<file path="config.mk">
export PLATFORM = sky130hd
export DESIGN_NAME = srs_front
export DESIGN_NICKNAME = d
export VERILOG_FILES = /design/src/rtl/core/srs_pkg.sv /design/src/rtl/core/srs_front.sv
export SDC_FILE = /design/constraint.sdc
export NUM_CORES = 1
export LEC_CHECK = 0
export BUFFER_PORTS_ARGS = -buffer_cell sky130_fd_sc_hd__buf_2
export CORE_ASPECT_RATIO = 0.7
export CORE_UTILIZATION = 52
export DETAILED_ROUTE_END_ITERATION = 8
export PLACE_DENSITY = 0.93
export SYNTH_ARGS = -nofsm -noshare
export SYNTH_HDL_FRONTEND = slang
export SYNTH_SLANG_ARGS = --single-unit
</file>
<file path="constraint.sdc">
create_clock -name clk -period 7.3 [get_ports clk]
set_input_delay 1.46 -clock clk [delete_from_list [all_inputs] [get_ports clk]]
set_output_delay 1.46 -clock clk [all_outputs]
set_load 0.05 [all_outputs]
</file>
<file path="src/rtl/core/srs_pkg.sv">
package srs_pkg;

    localparam int ROWS_DEF        = 4;
    localparam int COLS_DEF        = 256;
    localparam int VERTEX_BITS_DEF = 20;

    localparam int VTX_W     = 20;
    localparam int HASH_REGS = 4;
    localparam int HASH_W    = 60;
    localparam int HALF_W    = 30;
    localparam int COLS_W    = 9;
    localparam int CFG_IDX_W = 3;
    localparam int ROW_W     = 2;
    localparam int COL_W     = 8;

    localparam int CNT_W = 24;
    localparam int IDX_W = 48;
    localparam int SQ_W  = 64;

    localparam logic [HALF_W-1:0] PRIME  = 30'd1073741789;
    localparam int                FOLD_K = 35;

    localparam int MOD_STEP = 6;
    localparam int MOD_CYC  = HALF_W / MOD_STEP;
    localparam int QUO_STEP = 4;
    localparam int QUO_CYC  = IDX_W / QUO_STEP;
    localparam int STEP_W   = 4;

    localparam logic [CFG_IDX_W-1:0] REG_TARGET = 3'd0;
    localparam logic [CFG_IDX_W-1:0] REG_COLS   = 3'd1;
    localparam logic [CFG_IDX_W-1:0] REG_HASH0  = 3'd2;
    localparam logic [CFG_IDX_W-1:0] REG_HASH1  = 3'd3;
    localparam logic [CFG_IDX_W-1:0] REG_HASH2  = 3'd4;
    localparam logic [CFG_IDX_W-1:0] REG_HASH3  = 3'd5;

    typedef enum logic [1:0] {
        KIND_IGNORE = 2'd0,
        KIND_UPDATE = 2'd1,
        KIND_QUERY  = 2'd2
    } kind_t;

    typedef struct packed {
        kind_t            kind;
        logic             neg;
        logic [VTX_W-1:0] vertex;
        logic [ROW_W-1:0] row;
        logic [COL_W-1:0] col;
    } item_t;

    typedef struct packed {
        logic  valid;
        item_t item;
    } qhead_t;

    typedef struct packed {
        logic clearing;
    } back_stat_t;

    typedef struct packed {
        logic [CNT_W-1:0] cnt;
        logic [IDX_W-1:0] idx;
        logic [SQ_W-1:0]  sq;
    } cell_t;

endpackage

</file>
<file path="src/rtl/core/srs_front.sv">
module srs_front #(
    parameter int ROWS        = srs_pkg::ROWS_DEF,
    parameter int COLS        = srs_pkg::COLS_DEF,
    parameter int VERTEX_BITS = srs_pkg::VERTEX_BITS_DEF
) (
    input  logic                      clk,
    input  logic                      rst_n,
    input  logic                      in_valid,
    output logic                      in_ready,
    input  logic                      action,
    input  logic [srs_pkg::VTX_W-1:0] end_a,
    input  logic [srs_pkg::VTX_W-1:0] end_b,
    input  logic signed [1:0]         weight,
    input  logic [srs_pkg::ROW_W-1:0] query_row,
    input  logic [srs_pkg::COL_W-1:0] query_col,
    input  logic [srs_pkg::VTX_W-1:0] target,
    input  srs_pkg::back_stat_t       stat,
    output srs_pkg::qhead_t           head,
    input  logic                      pop
);
    import srs_pkg::*;

    localparam logic [VTX_W-1:0] VMASK = VTX_W'((64'd1 << VERTEX_BITS) - 64'd1);

    logic [VTX_W-1:0] ea;
    logic [VTX_W-1:0] eb;
    logic [VTX_W-1:0] tv;
    item_t            cls;
    item_t            fifo_reg [2];
    logic             wr_ptr_reg;
    logic             rd_ptr_reg;
    logic [1:0]       cnt_reg;
    logic             push;

    assign ea = end_a & VMASK;
    assign eb = end_b & VMASK;
    assign tv = target & VMASK;

    always_comb
    begin
        cls        = '0;
        cls.kind   = KIND_IGNORE;
        cls.neg    = weight[1];
        cls.row    = query_row;
        cls.col    = query_col;
        if (action)
        begin
            if (32'(query_row) < ROWS && 32'(query_col) < COLS)
                cls.kind = KIND_QUERY;
        end
        else if (weight[0])
        begin
            if (ea == tv)
            begin
                cls.kind   = KIND_UPDATE;
                cls.vertex = eb;
            end
            else if (eb == tv)
            begin
                cls.kind   = KIND_UPDATE;
                cls.vertex = ea;
            end
        end
    end

    assign in_ready   = (cnt_reg != 2'd2) && !stat.clearing;
    assign push       = in_valid && in_ready;
    assign head.valid = (cnt_reg != 2'd0);
    assign head.item  = fifo_reg[rd_ptr_reg];

    always_ff @(posedge clk)
    begin
        if (push)
            fifo_reg[wr_ptr_reg] <= cls;
    end

    always_ff @(posedge clk or negedge rst_n)
    begin
        if (!rst_n)
        begin
            wr_ptr_reg <= 1'b0;
            rd_ptr_reg <= 1'b0;
            cnt_reg    <= 2'd0;
        end
        else
        begin
            if (push)
                wr_ptr_reg <= !wr_ptr_reg;
            if (pop)
                rd_ptr_reg <= !rd_ptr_reg;
            if (push && !pop)
                cnt_reg <= cnt_reg + 2'd1;
            else if (pop && !push)
                cnt_reg <= cnt_reg - 2'd1;
        end
    end

endmodule

</file>
==> impl_metrics.env <==
export IMPL_slowest_delay_ns=0.30
export IMPL_regToRegEndpoint="fifo_reg[0][13]"
export IMPL_ctsResizeCount=0
export IMPL_worst_r2r_path_depth=4
export IMPL_initial_core_util_pct=54.9
export IMPL_largest_reg_flops=66
export IMPL_holdCritPathClass="flip-flop to flip-flop"
export IMPL_yosysTopAreaCellShare_pct=56.8
export IMPL_synth_cell_types=25
export IMPL_synth_seq_cells=70
export IMPL_antenna_left=0
export IMPL_wirelength_um=8550
export IMPL_cts_inserted_buffers=9
export IMPL_critPathLaunchType="primary input"
export IMPL_cp_required_ns=5.84
export IMPL_synth_top_cells_by_count="edfxtp_1 (66), xnor2_1 (34), mux2_2 (33)"
export IMPL_vias_per_cell=5.74
export IMPL_first_iter_violations=159
export IMPL_pin_count=113
export IMPL_cp_startpoint="stat"
export IMPL_die_h_um=70.6
export IMPL_fin_crit_sh_pct=48.1
export IMPL_power_density_nw_per_um2=329
export IMPL_path_common_cell="buf_2"
export IMPL_critical_path_cell_chain="buf_2 > a21oi_1 > buf_2"
export IMPL_post_drt_wl_per_cell_um=18.6
export IMPL_r2r_slack_ns=5.28
export IMPL_insertion_delay_ns=0.33
export IMPL_drc=0
export IMPL_path_class="primary input to primary output"
export IMPL_post_synth_top_count_cell="edfxtp_1"
export IMPL_clkTransAtPathRegs_ns=0.08
export IMPL_finalHoldViolCount=0
export IMPL_rsz0062_at_grt="false"
export IMPL_dp_hpwl_um=5980
export IMPL_worstPathArrival_ns=2.05
export IMPL_skew_ns=0.00651
export IMPL_gr_total_overflow=0
export IMPL_synth_area_leader_cell="edfxtp_1"
export IMPL_power_leakage_nw=1.48
export IMPL_grt_pass1_vias=2555
export IMPL_syn_num_nets=334
export IMPL_maxSlewHeadroom_pct=32.9
export IMPL_endpoint="in_ready"
export IMPL_synth_cells=255
export IMPL_portBuffers=112
export IMPL_fin_nets=443
export IMPL_min_period_ns=3.51
export IMPL_grt_pass1_wl_um=12900
export IMPL_core_area_um2=6370
export IMPL_status="finished, final reports clean"
export IMPL_layout_drive_gt1_share_pct=46.1
export IMPL_ys_async_sr_fraction_pct=5.71
export IMPL_setup_viol=0
export IMPL_synth_cell_area_um2=3490
export IMPL_drv_slew=0
export IMPL_h_tree_depth=3
export IMPL_clk_path_buf_depth=2
export IMPL_worst_slew_pin_slew_ns=1.00
export IMPL_cap_violations=0
export IMPL_synthTopCellsByArea="edfxtp_1 (57%), mux2_2 (11%), xnor2_1 (8.5%), o2111ai_1 (5.0%), a21oi_1 (3.0%)"
export IMPL_place_congestion=0.832
export IMPL_grt_usage_pct=25.1
export IMPL_antennaDiodeCount=0
export IMPL_area_delta_synth_final_pct=23.4
export IMPL_tns_ns=0
export IMPL_cp_max_fo=3
export IMPL_ir_drop_mv=0.168
export IMPL_synth_edff_count=66
export IMPL_hold_buffers=0
export IMPL_cts_setup_buffers=0
export IMPL_worstReg2RegStart="cnt_reg[0]"
export IMPL_drtPass1Iterations=5
export IMPL_yosysSeqAreaShare_pct=59.6
export IMPL_fmax_ghz=0.285
export IMPL_grt_max_degree=34
export IMPL_hold_ws_ns=0.514
export IMPL_num_rows=24
export IMPL_setup_worst_path_end_class="primary output"
export IMPL_yosysWarnings=0
export IMPL_crit_slowest_cell="buf_2"
export IMPL_die_width_um=99.9
export IMPL_cts_tree="built"
export IMPL_antenna_found_initial=0
export IMPL_clock_sinks=70
export IMPL_synth_flop_cell="edfxtp_1"
export IMPL_cts_root_buf="clkbuf_8"
export IMPL_num_vias=2641
export IMPL_syn_avg_cell_area_um2=13.7
export IMPL_die_area_um2=7050
[layout make-up]
class,instances,area [µm²]
clock buffers,9,124
clock inverters,7,71.3
fillers,488,2060
inverters,3,11.3
multi-input cells,164,1320
flip-flops and latches,70,2080
well taps,91,114
repair buffers,116,591
[how the worst min path moves through the flow]
stage                     cells past startpoint    endpoint  startpoint
after floorplan                               1  cnt_reg[1]  cnt_reg[1]
after global placement                        1  cnt_reg[1]  cnt_reg[1]
after detailed placement                      1  cnt_reg[1]  cnt_reg[1]
after CTS                                     1  cnt_reg[1]  cnt_reg[1]
after global routing                          1  cnt_reg[1]  cnt_reg[1]
final                                         1  cnt_reg[1]  cnt_reg[1]
[power breakdown]
part / switching (mW) / leakage, nW / internal (mW) / total (mW)
Clock: 0.150 / 0.0937 / 0.158 / 0.308
Combinational: 0.400 / 0.763 / 0.171 / 0.570
Sequential: 0.0307 / 0.624 / 0.508 / 0.539
[layout by cell type, fill, tap and decap left out, types with 2 or more instances in the layout]
cell / n
mux2_2: 33
a21oi_1: 21
nand4_1: 8
nor3_2: 2
dfrtp_1: 4
nor2_1: 3
buf_2: 112
inv_6: 2
edfxtp_1: 66
o2111ai_1: 20
nand3_1: 20
buf_4: 4
clkbuf_8: 9
nor4_1: 2
xor2_1: 11
clkinvlp_4: 2
nand2_1: 2
inv_1: 3
xnor2_1: 34
[per-stage QoR]
| step | utilization [%] | area [µm²] | instances | setup slack [ns] | total power, mW |
|---|---|---|---|---|---|
| 5_1_grt | 67.7 | 4310 | 460 | 3.72 | 1.47 |
| 4_1_cts | 67.7 | 4310 | 460 | 3.80 | 1.43 |
| 3_3_place_gp | 64.6 | 4110 | 444 | 3.80 | 1.11 |
| 2_1_floorplan | - | 3490 | 255 | 2.90 | 0.982 |
| 6_report | 67.7 | 4310 | 460 | 3.79 | 1.42 |
| 3_5_place_dp | 64.6 | 4110 | 444 | 3.80 | 1.12 |
[routing by layer]
layer	track usage, %	routed length [µm]	share of wire (%)
met5	0	0	0
met4	8.50	112	1.3
met3	8.30	990	12
met2	41.1	4020	47
met1	31.6	3430	40
[logic make-up (layout without fill, tap and decap cells)]
kind of cell	count (synthesis)	count (layout)	synth area share [%]
AO/OA/AOI/OAI	42	42	8.24
XOR/XNOR	45	45	11.3
adder cells (fa/ha/maj)	1	1	0.358
buffers and inverters	21	135	3.22
flip-flops	70	70	59.6
multiplexers	33	33	10.6
AND/OR/NAND/NOR	43	43	6.63
[critical path: cells and delay by family]
| kind | cells | cell delay (ns) |
|---|---|---|
| buf+inv | 2 | 0.39 |
| compound gates | 1 | 0.19 |
Power figures use the tool's default switching activity.
